File: src/design/mda_pkg.sv
// shared types and constants of the detector averager
package mda_pkg;

  localparam int CHANNELS_DEF = 16;
  localparam int SOURCES_DEF  = 16;
  localparam int SUM_BITS_DEF = 32;

  localparam logic [2:0] ACT_SAMPLE = 3'd0;
  localparam logic [2:0] ACT_ON     = 3'd1;
  localparam logic [2:0] ACT_OFF    = 3'd2;
  localparam logic [2:0] ACT_START  = 3'd3;
  localparam logic [2:0] ACT_STOP   = 3'd4;

  localparam logic [1:0] KIND_CMD = 2'd0;
  localparam logic [1:0] KIND_AVG = 2'd1;
  localparam logic [1:0] KIND_END = 2'd2;

  localparam logic [2:0] REG_SRC_COUNT = 3'd0;
  localparam logic [2:0] REG_DET_COUNT = 3'd1;
  localparam logic [2:0] REG_MASK0     = 3'd2;
  localparam logic [2:0] REG_MASK3     = 3'd5;

  localparam logic [23:0] CODE_MAX  = 24'hFFFFFF;
  localparam logic [15:0] COUNT_MAX = 16'hFFFF;

  // request passed from front to back
  typedef struct packed {
    logic [2:0]  action;
    logic [4:0]  channel;
    logic [23:0] code;
  } req_t;

endpackage

File: src/design/mda_front.sv
// input stage: accepts requests, folds codes, filters and queues them
module mda_front #(
  parameter int CHANNELS = mda_pkg::CHANNELS_DEF
) (
  input  logic             clk,
  input  logic             rst,
  input  logic             in_valid,
  output logic             in_stall,
  input  logic [2:0]       action,
  input  logic [4:0]       channel,
  input  logic [23:0]      sample,
  output logic             q_valid,
  input  logic             q_take,
  output mda_pkg::req_t    q_head
);

  localparam int DEPTH = 4;

  mda_pkg::req_t fifo [DEPTH];
  logic [1:0] wr_ptr;
  logic [1:0] rd_ptr;
  logic [2:0] fill;
  logic       keep;
  logic       push;
  logic       pop;
  mda_pkg::req_t req;

  // fold and drop requests that never matter
  always_comb begin
    req.action  = action;
    req.channel = channel;
    req.code    = sample[23] ? (mda_pkg::CODE_MAX - sample) : sample;
    keep = (action <= mda_pkg::ACT_STOP) &&
           !(action == mda_pkg::ACT_SAMPLE && 32'(channel) >= CHANNELS);
  end

  assign in_stall = (fill == 3'(DEPTH));
  assign push     = in_valid && !in_stall && keep;
  assign q_valid  = (fill != 3'd0);
  assign pop      = q_valid && q_take;
  assign q_head   = fifo[rd_ptr];

  // queue storage
  always_ff @(posedge clk) begin
    if (push) fifo[wr_ptr] <= req;
  end

  // queue pointers
  always_ff @(posedge clk) begin
    if (rst) begin
      wr_ptr <= '0;
      rd_ptr <= '0;
      fill   <= '0;
    end else begin
      if (push) wr_ptr <= wr_ptr + 2'd1;
      if (pop) rd_ptr <= rd_ptr + 2'd1;
      fill <= fill + 3'(push) - 3'(pop);
    end
  end

  a_fill: assert property (@(posedge clk) disable iff (rst) fill <= 3'(DEPTH))
    else $error("queue overfilled");
  a_nopop: assert property (@(posedge clk) disable iff (rst) !q_valid |-> !pop)
    else $error("pop on empty queue");
  a_push: assert property (@(posedge clk) disable iff (rst)
      push && !pop |=> fill == $past(fill) + 3'd1)
    else $error("fill miscount");

endmodule

File: src/design/mda_divider.sv
// iterative restoring divider, one quotient bit per cycle
module mda_divider #(
  parameter int SUM_BITS = mda_pkg::SUM_BITS_DEF
) (
  input  logic                clk,
  input  logic                rst,
  input  logic                start,
  input  logic [SUM_BITS-1:0] dividend,
  input  logic [15:0]         divisor,
  output logic                done,
  output logic [23:0]         quotient
);

  localparam int CW = $clog2(SUM_BITS + 1);

  logic [SUM_BITS-1:0] quo;
  logic [16:0]         rem;
  logic [15:0]         dsr;
  logic [CW-1:0]       cnt;
  logic                busy;
  logic [16:0]         trial;
  logic [16:0]         diff;

  assign trial = {rem[15:0], quo[SUM_BITS-1]};
  assign diff  = trial - {1'b0, dsr};

  // shift and subtract
  always_ff @(posedge clk) begin
    if (start) begin
      quo <= dividend;
      rem <= '0;
      dsr <= divisor;
    end else if (busy) begin
      if (!diff[16]) rem <= diff;
      else rem <= trial;
      quo <= {quo[SUM_BITS-2:0], ~diff[16]};
    end
  end

  always_ff @(posedge clk) begin
    if (rst) begin
      busy <= 1'b0;
      cnt  <= '0;
      done <= 1'b0;
    end else begin
      done <= 1'b0;
      if (start) begin
        busy <= 1'b1;
        cnt  <= CW'(SUM_BITS);
      end else if (busy) begin
        cnt <= cnt - 1'b1;
        if (cnt == CW'(1)) begin
          busy <= 1'b0;
          done <= 1'b1;
        end
      end
    end
  end

  // saturate to 24 bits
  always_comb begin
    if (SUM_BITS > 24 && (quo >> 24) != '0) quotient = mda_pkg::CODE_MAX;
    else quotient = quo[23:0];
  end

endmodule

File: src/design/mda_back.sv
// execution stage: accumulators, sequencing and result generation
module mda_back #(
  parameter int CHANNELS = mda_pkg::CHANNELS_DEF,
  parameter int SOURCES  = mda_pkg::SOURCES_DEF,
  parameter int SUM_BITS = mda_pkg::SUM_BITS_DEF
) (
  input  logic             clk,
  input  logic             rst,
  input  logic             cfg_we,
  input  logic [2:0]       cfg_index,
  input  logic [63:0]      cfg_data,
  input  logic             q_valid,
  output logic             q_take,
  input  mda_pkg::req_t    q_head,
  output logic             out_valid,
  input  logic             out_stall,
  output logic [1:0]       kind,
  output logic [3:0]       source_index,
  output logic             wavelength,
  output logic [15:0]      detector_mask,
  output logic             adc_start,
  output logic [3:0]       detector,
  output logic [7:0]       slot,
  output logic [23:0]      average,
  output logic             frame_done,
  output logic             last
);

  localparam logic [2:0] ST_IDLE = 3'd0;
  localparam logic [2:0] ST_SCAN = 3'd1;
  localparam logic [2:0] ST_DIV  = 3'd2;
  localparam logic [2:0] ST_EMIT = 3'd3;
  localparam logic [2:0] ST_END  = 3'd4;
  localparam logic [2:0] ST_CMD  = 3'd5;

  // configuration
  logic [4:0]  src_count;
  logic [4:0]  det_count;
  logic [63:0] masks [4];

  always_ff @(posedge clk) begin
    if (rst) begin
      src_count <= 5'd16;
      det_count <= 5'd16;
      for (int m = 0; m < 4; m++) masks[m] <= '1;
    end else if (cfg_we) begin
      priority if (cfg_index == mda_pkg::REG_SRC_COUNT) src_count <= cfg_data[4:0];
      else if (cfg_index == mda_pkg::REG_DET_COUNT) det_count <= cfg_data[4:0];
      else if (cfg_index >= mda_pkg::REG_MASK0 && cfg_index <= mda_pkg::REG_MASK3)
        masks[2'(cfg_index - mda_pkg::REG_MASK0)] <= cfg_data;
      else ;
    end
  end

  logic [SUM_BITS-1:0] sums   [CHANNELS];
  logic [15:0]         counts [CHANNELS];
  logic [5:0] phase;
  logic       seen;
  logic [3:0] cur_src;
  logic       cur_wave;
  logic [7:0] slot_base;
  logic       running;
  logic [2:0] state;
  logic [3:0] scan;
  logic [7:0] rank;
  logic       div_start;
  logic       div_done;
  logic [23:0] div_q;
  logic [SUM_BITS-1:0] div_a;
  logic [15:0] div_b;
  logic       out_free;

  // effective source count and masks
  logic [4:0]  ns;
  logic [4:0]  dc;
  logic [4:0]  md_rem;
  logic [3:0]  new_src;
  logic [15:0] cur_mask;
  logic [15:0] new_mask;
  logic [15:0] chan_bits;
  logic [15:0] dc_bits;
  logic [6:0]  phase_inc;

  function automatic logic [15:0] src_mask(input logic [63:0] m [4], input logic [3:0] s);
    logic [63:0] r;
    r = m[s[3:2]];
    return r[{s[1:0], 4'd0} +: 16];
  endfunction

  always_comb begin
    ns = (src_count == 5'd0) ? 5'd1 : src_count;
    if (32'(ns) > SOURCES) ns = 5'(SOURCES);
    dc = (32'(det_count) > CHANNELS) ? 5'(CHANNELS) : det_count;
    // source is phase/2 modulo ns, one restoring step per bit
    md_rem = '0;
    for (int b = 5; b >= 1; b--) begin
      md_rem = {md_rem[3:0], phase[b]};
      if (md_rem >= ns) md_rem = md_rem - ns;
    end
    new_src = md_rem[3:0];
    chan_bits = 16'((17'd1 << CHANNELS) - 17'd1);
    dc_bits   = 16'((17'd1 << dc) - 17'd1);
    cur_mask = src_mask(masks, cur_src) & chan_bits;
    new_mask = src_mask(masks, new_src) & chan_bits;
    phase_inc = 7'(phase) + 7'd1;
  end

  assign out_free = !out_valid || !out_stall;
  assign q_take   = q_valid && state == ST_IDLE &&
                    (q_head.action != mda_pkg::ACT_ON || !running || out_free) &&
                    (q_head.action != mda_pkg::ACT_OFF || !running || out_free);

  logic [3:0] scan_ch;
  assign scan_ch = scan;
  assign div_a = sums[scan_ch];
  assign div_b = counts[scan_ch];

  mda_divider #(.SUM_BITS(SUM_BITS)) u_div (
    .clk(clk), .rst(rst), .start(div_start), .dividend(div_a), .divisor(div_b),
    .done(div_done), .quotient(div_q)
  );

  // sequencer and state
  always_ff @(posedge clk) begin
    if (rst) begin
      for (int c = 0; c < CHANNELS; c++) begin
        sums[c]   <= '0;
        counts[c] <= '0;
      end
      phase <= '0; seen <= 1'b0; cur_src <= '0; cur_wave <= 1'b0;
      slot_base <= '0; running <= 1'b0; state <= ST_IDLE; scan <= '0; rank <= '0;
      div_start <= 1'b0; out_valid <= 1'b0;
    end else begin
      div_start <= 1'b0;
      if (out_valid && !out_stall) out_valid <= 1'b0;
      unique case (state)
        ST_IDLE: begin
          if (q_take) begin
            unique case (q_head.action)
              mda_pkg::ACT_SAMPLE: begin
                if (counts[q_head.channel[3:0]] != mda_pkg::COUNT_MAX) begin
                  sums[q_head.channel[3:0]] <= sums[q_head.channel[3:0]] +
                                               SUM_BITS'(q_head.code);
                  counts[q_head.channel[3:0]] <= counts[q_head.channel[3:0]] + 16'd1;
                end
              end
              mda_pkg::ACT_START: begin
                running <= 1'b1; phase <= '0; seen <= 1'b0; slot_base <= '0;
              end
              mda_pkg::ACT_STOP: running <= 1'b0;
              mda_pkg::ACT_ON: if (running) begin
                for (int c = 0; c < CHANNELS; c++) begin
                  sums[c] <= '0; counts[c] <= '0;
                end
                cur_wave <= phase[0];
                cur_src  <= new_src;
                out_valid <= 1'b1;
                kind <= mda_pkg::KIND_CMD;
                source_index <= new_src; wavelength <= phase[0];
                detector_mask <= new_mask;
                adc_start <= (new_mask & dc_bits) != '0;
                detector <= '0; slot <= '0; average <= '0;
                frame_done <= 1'b0; last <= 1'b1;
                phase <= (phase_inc >= 7'({ns, 1'b0})) ? 6'd0 : phase_inc[5:0];
                seen <= 1'b1;
              end
              mda_pkg::ACT_OFF: if (running) begin
                scan <= '0; rank <= '0;
                state <= seen ? ST_SCAN : ST_END;
              end
              default: ;
            endcase
          end
        end
        ST_SCAN: begin
          if (32'(scan) < CHANNELS && counts[scan_ch] != '0 && cur_mask[scan_ch]) begin
            div_start <= 1'b1;
            state <= ST_DIV;
          end else if (32'(scan) >= CHANNELS - 1) begin
            state <= ST_END;
          end else begin
            scan <= scan + 4'd1;
          end
        end
        ST_DIV: if (div_done) state <= ST_EMIT;
        ST_EMIT: if (out_free) begin
          out_valid <= 1'b1;
          kind <= mda_pkg::KIND_AVG;
          source_index <= cur_src; wavelength <= cur_wave;
          detector_mask <= '0; adc_start <= 1'b0;
          detector <= scan; slot <= slot_base + rank; average <= div_q;
          frame_done <= 1'b0; last <= 1'b0;
          sums[scan_ch] <= '0; counts[scan_ch] <= '0;
          rank <= rank + 8'd1;
          if (32'(scan) >= CHANNELS - 1) state <= ST_END;
          else begin
            scan <= scan + 4'd1;
            state <= ST_SCAN;
          end
        end
        ST_END: if (out_free) begin
          out_valid <= 1'b1;
          kind <= mda_pkg::KIND_END;
          source_index <= cur_src; wavelength <= cur_wave;
          detector_mask <= '0; adc_start <= 1'b0;
          detector <= '0; slot <= '0; average <= '0;
          frame_done <= seen && phase == '0; last <= 1'b1;
          if (seen) begin
            if (phase == '0) slot_base <= '0;
            else if (cur_wave) slot_base <= slot_base + rank;
          end
          state <= ST_IDLE;
        end
        default: state <= ST_IDLE;
      endcase
    end
  end

  a_div: assert property (@(posedge clk) disable iff (rst)
      div_start |=> state == ST_DIV)
    else $error("divider started outside divide state");
  a_take: assert property (@(posedge clk) disable iff (rst)
      q_take |-> state == ST_IDLE)
    else $error("request taken while busy");
  a_hold: assert property (@(posedge clk) disable iff (rst)
      out_valid && out_stall |=> out_valid)
    else $error("result dropped under stall");

endmodule

File: src/design/multiplexed_detector_averager_top.sv
// top level: front queue feeding accumulator and averaging back end
// samples, start and stop are applied by the back end in the idle state that takes them
// light-on gives its command from the idle state through the registered result output
// light-off scans channels one a cycle, pausing at each channel with an average for
// the shared divider and for output stalls
// synchronous reset clears control state, accumulators and configuration registers
module multiplexed_detector_averager_top #(
  parameter int CHANNELS = mda_pkg::CHANNELS_DEF,
  parameter int SOURCES  = mda_pkg::SOURCES_DEF,
  parameter int SUM_BITS = mda_pkg::SUM_BITS_DEF
) (
  input  logic        clk,
  input  logic        rst,
  input  logic        cfg_we,
  input  logic [2:0]  cfg_index,
  input  logic [63:0] cfg_data,
  input  logic        in_valid,
  output logic        in_stall,
  input  logic [2:0]  action,
  input  logic [4:0]  channel,
  input  logic [23:0] sample,
  output logic        out_valid,
  input  logic        out_stall,
  output logic [1:0]  kind,
  output logic [3:0]  source_index,
  output logic        wavelength,
  output logic [15:0] detector_mask,
  output logic        adc_start,
  output logic [3:0]  detector,
  output logic [7:0]  slot,
  output logic [23:0] average,
  output logic        frame_done,
  output logic        last
);

  logic          q_valid;
  logic          q_take;
  mda_pkg::req_t q_head;

  mda_front #(.CHANNELS(CHANNELS)) u_front (
    .clk(clk), .rst(rst), .in_valid(in_valid), .in_stall(in_stall),
    .action(action), .channel(channel), .sample(sample),
    .q_valid(q_valid), .q_take(q_take), .q_head(q_head)
  );

  mda_back #(.CHANNELS(CHANNELS), .SOURCES(SOURCES), .SUM_BITS(SUM_BITS)) u_back (
    .clk(clk), .rst(rst), .cfg_we(cfg_we), .cfg_index(cfg_index), .cfg_data(cfg_data),
    .q_valid(q_valid), .q_take(q_take), .q_head(q_head),
    .out_valid(out_valid), .out_stall(out_stall), .kind(kind),
    .source_index(source_index), .wavelength(wavelength),
    .detector_mask(detector_mask), .adc_start(adc_start), .detector(detector),
    .slot(slot), .average(average), .frame_done(frame_done), .last(last)
  );

endmodule

File: config.mk
export PLATFORM = sky130hd
export DESIGN_NAME = multiplexed_detector_averager_top
export DESIGN_NICKNAME = d
export VERILOG_FILES = /design/src/design/mda_pkg.sv /design/src/design/mda_front.sv /design/src/design/mda_divider.sv /design/src/design/mda_back.sv /design/src/design/multiplexed_detector_averager_top.sv
export SDC_FILE = /design/constraint.sdc
export NUM_CORES = 2
export LEC_CHECK = 0
export ABC_CLOCK_PERIOD_IN_PS = 20200
export BUFFER_PORTS_ARGS = -buffer_cell sky130_fd_sc_hd__clkbuf_2
export CAP_MARGIN = 10
export CORE_MARGIN = 3
export CORE_UTILIZATION = 25
export DETAILED_ROUTE_END_ITERATION = 8
export GPL_TIMING_DRIVEN = 1
export RECOVER_POWER = 100
export SKIP_CTS_REPAIR_TIMING = 1
export SLEW_MARGIN = 15
export SYNTH_ARGS = -nofsm -noshare
export SYNTH_HDL_FRONTEND = slang
export SYNTH_SLANG_ARGS = --single-unit
File: constraint.sdc
create_clock -name clk -period 20.2 [get_ports clk]
set_input_delay 4.04 -clock clk [delete_from_list [all_inputs] [get_ports clk]]
set_output_delay 4.04 -clock clk [all_outputs]
set_load 0.02 [all_outputs]
Yosys cells after proc, flatten, opt, wreduce, memory -nomap -nowiden
Memories as Yosys holds them, arrays and structs flattened. A register that Yosys moved wholly into a read port is not among the register bits. Cells that the tools add are included. Widths: inputs -> output; s select.

Bits in registers: 445. Bits in writable memories: 896. Memories kept: 3. Logic and storage cells: 406. Output and inout bits: 64.

Equality and inequality tests: 28. Mux-type cells: 194. Shift-type cells: 3. Reductions and logical operators: 61. $lt $le $gt $ge: 18. Add/sub/neg operators: 20. Bitwise operators: 42.

Memory list: u_back.sums (depth 16, bits a word 32, rd ports 2, clocked after memory_dff 1, write ports 16, line mda_back.sv:55) `logic [SUM_BITS-1:0] sums [CHANNELS];`; u_back.counts (depth 16, bits a word 16, rd ports 2, clocked after memory_dff 1, write ports 16, line mda_back.sv:56) `logic [15:0] counts [CHANNELS];`; u_front.fifo (depth 4, bits a word 32, rd ports 1, clocked after memory_dff 1, write ports 1, line mda_front.sv:19) `mda_pkg::req_t fifo [DEPTH];`.

Operators by type and width (number): $mux 32 (20); $mux 16 (23); $mux 64 (5); $bmux 64 s2 (2); $bwmux 256 (1); $mux 24 (7); $demux 64 s2 (1); $shiftx 64x7->16 (2); $mux 8 (14); $mux 4 (27); $pmux 24 s3 (1); $reduce_or 32->1 (2); $mux 1 (51); $add 32x24->32 (1); $or 1x1->1 (32); $pmux 16 s2 (1); $pmux 8 s2 (2); $reduce_bool 16->1 (2); $reduce_bool 32->1 (1); $reduce_or 16->1 (2); $mux 3 (10); $mux 6 (4); $pmux 4 s3 (2); $pmux 8 s3 (1); 64 further kinds (152).

Logic depth before layout (Yosys ltp)
Depth in word-level cells: 25. Depth in mapped cells: 43. Mapped depth without buffers: 40.

Modules after synthesis
A second synthesis with hierarchy kept.

Cells, all modules: 5306. Area, all modules: 68505.7 um^2.

By module, submodules not included: mda_back (area an instance 59415.7 um^2, cells an instance 4705, seq. area each 31089.8 um^2, instances 1); mda_front (area an instance 5186.2 um^2, cells an instance 239, seq. area each 3903.7 um^2, instances 1); mda_divider (area an instance 3903.7 um^2, cells an instance 362, seq. area each 1921.8 um^2, instances 1).

Worst setup path before layout
No wires, ideal clock.

Path type: input to register. From: input out_stall. To: register u_back.average[0], enable pin. Path slack: 8.482 ns. Required time: 19.547 ns. Data arrival time: 11.065 ns. Buffers on the path: 0. Stages on the path: 5. Cells stage by stage: nand2_1 -> nor3b_1 -> a21oi_1 -> o22ai_1 -> a2111oi_0.

Cells in the longest elaborated chain, start to end: 7. Elaborated cells on any way between the ends: 10. Classes of those cells: eq/ne: 3; reduce/logical: 7.

Ends and longest elaborated chain: from (decl) (line multiplexed_detector_averager_top.sv:23) `input logic out_stall,`; $logic_not 1->1 * (line mda_back.sv:108) `assign out_free = !out_valid || !out_stall;`; $logic_or 1x1->1 * (line mda_back.sv:108); $logic_or 1x1->1 (line mda_back.sv:110) `(q_head.action != mda_pkg::ACT_ON || !running || out_free) &&`; $logic_and 1x1->1 (line mda_back.sv:109) `assign q_take = q_valid && state == ST_IDLE &&`; $logic_and 1x1->1 (line mda_back.sv:110); $ne 2x2->1 (no source line); $reduce_and 7->1 (no source line) *; to (signal assigned) (line mda_back.sv:191) `detector <= scan; slot <= slot_base + rank; average <= div_q;`; to (decl) (line mda_back.sv:24) `output logic [23:0] average,`.

Every way passes the cells marked *; elsewhere a longest branch is shown, timed or not. A chain may end at the register's enable or synchronous reset.

==> results_dict.tcl <==
set metrics [dict create \
    rsz0062_at_grt "no" \
    power.leakage_nw 26.7 \
    synth_flop_cell "sky130_fd_sc_hd__edfxtp_1" \
    fin_crit_ns 15.99 \
    violations "max-capacitance violations, max-slew violations" \
    finalWirelength_um 238000 \
    path_cells "clkbuf_1, clkinvlp_2, nand2_2, clkbuf_1, nand3_1, a21boi_0, nand2_2, nand2_1, clkbuf_1" \
    fin_skew_ns 0.0792 \
    cp_data_required_time_ns 20.55 \
    net-switching-power_mw 3.47 \
    timing.slew.headroom_pct -190 \
    final_weighted_congestion_in_routability_driven_placement 0.908 \
    max-vdd-ir-drop_mv 0.0859 \
    cellInternalPower_mw 5.79 \
    yosysUniqueCellTypes 81 \
    cts_buffer_depth 4 \
    path_clk_slew_ns 0.06 \
    hpwl_um 145000 \
    synth_sequential_area_ratio_pct 52.8 \
    timing.critical_path.to_type "flop" \
    synth.mux.area_fraction_pct 21.7 \
    critical_path.top_delay_family "buffers and inverters" \
    syn2layout_area_growth_pct 12.6 \
    grt_first_pass_wirelength_um 340000 \
    grt_antenna_before_repair 19 \
    critical_path_most_common_cell "sky130_fd_sc_hd__clkbuf_1" \
    die_height_um 534 \
    tritoncts "yes" \
    io_pins 168 \
    portBuffers 167 \
    antenna_violating_nets_post_route 0 \
    cp.buffers_inverters 4 \
    largest_family_of_logic_cells_by_synthesized_area "multiplexers" \
    cts_made_buffers 144 \
    detailedRoute.firstPassIterationCount 6 \
    number_of_global_route_vias_before_repair 48187 \
    rows 193 \
    drt-vias-per-instance 5.29 \
    count_of_h_tree_levels_built_during_cts 4 \
    critical-path-max-stage-delay_ns 2.54 \
    drc 0 \
    max_cap_viol_count 64 \
    upper_clock_frequency_limit_mhz 62.5 \
    pwr-share-seq_pct 35.1 \
    effective_utilization_at_floorplan_pct 25.2 \
    fraction_of_final_layout_cells_with_drive_strength_greater_than_1_pct 17.2 \
    report.final.slew_viol_count 2376 \
    worst-path-max-fanout 48 \
    clock-root-buffer "sky130_fd_sc_hd__clkbuf_16" \
    yosys_warnings 0 \
    total_power_mw 9.26 \
    detailed_place.area_um2 74400 \
    full_die_area_um2 285000 \
    detailedRoute.firstIterationViolations 5979 \
    fp.coreArea_um2 277000 \
    power.density_cell_area_nw_per_um2 118 \
    synth_nets 5775 \
    hold_path.class "flop to flop" \
    timing.critical_path.arrival_ns 16.34 \
    synth.ff_latch_count 1339 \
    synth_compound_gate_area_share_pct 6.05 \
    grt.total_usage_pct 16.0 \
    pin_count_of_the_biggest_net_entering_global_routing 154 \
    netSwitchingFraction_pct 37.4 \
    fin_area_um2 78400 \
    worstSetupStartpointType "input pin" \
    post_drt_wl_per_cell_um 25.4 \
    crit_slowest_cell "sky130_fd_sc_hd__clkinvlp_2" \
    synth_area_per_cell_um2 12.5 \
    status "finished, violations left" \
    num-fill-cells 28274 \
    synth_adder_area_share_pct 1.79 \
    worstSkewPairLatency_ns 0.81 \
    synth_cells 5576 \
    globalRoute.totalOverflow 0 \
    cts_sinks 1339 \
    post_synth_and_or_nand_nor_area_fraction_pct 13.2 \
    floorplan.die.width_um 534 \
    proportion_of_synthesized_flip_flops_having_asynchronous_set_or_reset_pct 0 \
    synth_enable_flop_cells 998 \
    power.share.clock_pct 28.5 \
    fin_tns_setup_ns 0 \
    crit_type "input pin to flop" \
    setup_viol_count_final 0 \
    final-hold-violation-count 0 \
    num_vias 49418 \
    final_min_period_over_clock_period_pct 79.2 \
    worst_slew_pin_slew_ns 4.35 \
    synth_xor_xnor_area_share_pct 1.31 \
    finalNetCount 5739 \
    post_synth_instance_area_um2 69600 \
    comb_power_share_pct 36.5 \
]
==> power groups by stage <==
stage / combinational [mW] / clock (mW) / sequential [mW]
floorplan: 2.53 / 0 / 3.25
global placement: 3.28 / 0 / 3.28
detailed placement: 3.34 / 0 / 3.30
CTS: 3.35 / 2.67 / 3.24
global route: 3.66 / 2.78 / 3.26
finish: 3.38 / 2.64 / 3.25
==> final cells by class <==
| class | instances | area (um2) | share of cell area [%] |
|---|---|---|---|
| Sequential cell | 1339 | 36800 | 46.9 |
| Multi-Input combinational cell | 3710 | 30800 | 39.3 |
| Tap cell | 3705 | 4640 | 5.91 |
| Clock buffer | 191 | 3920 | 4.99 |
| Timing Repair Buffer | 269 | 1370 | 1.75 |
| Clock inverter | 53 | 577 | 0.735 |
| Inverter | 76 | 287 | 0.365 |
| Antenna cell | 6 | 15.0 | 0.0191 |
==> stage by stage <==
stage          std cells  setup slack (ns)  hold WS (ns)  util, %
2_1_floorplan       5576              8.48         0.448        -
3_3_place_gp        9099              8.24         0.468     26.9
3_5_place_dp        9099              8.27         0.479     26.9
4_1_cts             9343              8.24         0.487     28.5
5_1_grt             9345              3.75         0.515     28.3
6_report            9349              4.21         0.483     28.3
==> layout by cell type (no fill, tap or decap), drive strengths merged, types with 18 or more instances in the layout <==
cell	instances
a211o	71
o21ai	96
o211a	21
and2	30
ha	87
xor2	55
nor2	939
inv	80
clkbuf	404
nor2b	129
clkinv	33
xnor2	49
a21o	29
nand4	22
and3	18
mux2	44
a32oi	20
nand3b	102
dfxtp	341
or3	19
buf	56
mux2i	236
nor3	88
nand2	575
a211oi	57
a21oi	146
nand3	103
mux4	543
edfxtp	998
==> cells in the mapped netlist, types with 17 or more instances <==
library cell	n	area (um2)
sky130_fd_sc_hd__dfxtp_1	341	6830
sky130_fd_sc_hd__a211o_1	71	622
sky130_fd_sc_hd__nand3b_1	102	766
sky130_fd_sc_hd__nand2_1	575	2160
sky130_fd_sc_hd__o211ai_1	17	128
sky130_fd_sc_hd__o21ai_0	91	455
sky130_fd_sc_hd__buf_1	64	240
sky130_fd_sc_hd__nand3_1	103	515
sky130_fd_sc_hd__or3_1	19	119
sky130_fd_sc_hd__nand4_1	22	138
sky130_fd_sc_hd__and2_1	28	175
sky130_fd_sc_hd__xor2_1	55	482
sky130_fd_sc_hd__edfxtp_1	998	30000
sky130_fd_sc_hd__nor3_1	88	440
sky130_fd_sc_hd__xnor2_1	49	429
sky130_fd_sc_hd__mux4_2	543	12200
sky130_fd_sc_hd__a211oi_1	57	428
sky130_fd_sc_hd__o211a_1	21	210
sky130_fd_sc_hd__inv_1	74	278
sky130_fd_sc_hd__a21o_1	29	218
sky130_fd_sc_hd__a32oi_1	20	175
sky130_fd_sc_hd__a21oi_1	145	726
sky130_fd_sc_hd__buf_2	108	541
sky130_fd_sc_hd__ha_1	87	1090
sky130_fd_sc_hd__and3_1	18	113
sky130_fd_sc_hd__clkbuf_1	266	998
sky130_fd_sc_hd__nor2b_1	129	807
sky130_fd_sc_hd__mux2i_1	236	2360
sky130_fd_sc_hd__mux2_2	44	495
sky130_fd_sc_hd__nor2_1	938	3520
==> worst min-delay path, cell delays in order (launching register included) <==
cell                      delay, ns
sky130_fd_sc_hd__dfxtp_1       0.32
sky130_fd_sc_hd__nand2_1       0.05
sky130_fd_sc_hd__o21ai_0       0.06
==> flip-flops by register name, summed over array words and instances, names as in the netlist, 4 cells and up, named ones only <==
register,cells
u_back.src_count,5
u_back.u_div.cnt,6
u_back.u_div.quo,32
u_back.detector,4
u_back.det_count,5
u_back.slot,8
u_back.sums,512
u_back.slot_base,8
u_back.rank,8
u_back.detector_mask,16
u_back.u_div.rem,16
u_back.scan,4
u_back.average,24
u_back.masks,256
u_back.cur_src,4
u_front.fifo,120
u_back.phase,6
u_back.counts,256
u_back.source_index,4
u_back.u_div.dsr,16
==> metal layers <==
layer  part of all wire, %  global-route usage [%]  up-vias
met4                   3.7                    5.53       10
met1                    40                    21.5    25271
li1                      -                       -    20807
met3                    10                    3.37      506
met2                    46                    25.6     2824
met5                 0.026                       0        -
==> path summary, 6_finish.rpt <==
check / end / start / slack [ns] / depth (start not counted)
hold reg to reg: u_back.u_div.rem[6] / u_back.u_div.rem[6] / 0.48 / 2
setup reg to reg: u_back.adc_start / u_back.src_count[1] / 4.57 / 38
setup / recovery: u_back.sums[15][6] / rst / 4.21 / 9
hold / removal: u_back.u_div.rem[6] / u_back.u_div.rem[6] / 0.48 / 2
==> cell families (layout without fill, tap and decap cells) <==
group / Yosys count / after routing
xor+xnor: 104 / 104
compound gates: 599 / 599
flops: 1339 / 1339
other cells: 0 / 6
fa+ha+maj: 95 / 95
buf+inv: 527 / 589
mux: 823 / 823
simple gates: 2089 / 2089
Power figures use the tool's default switching activity.
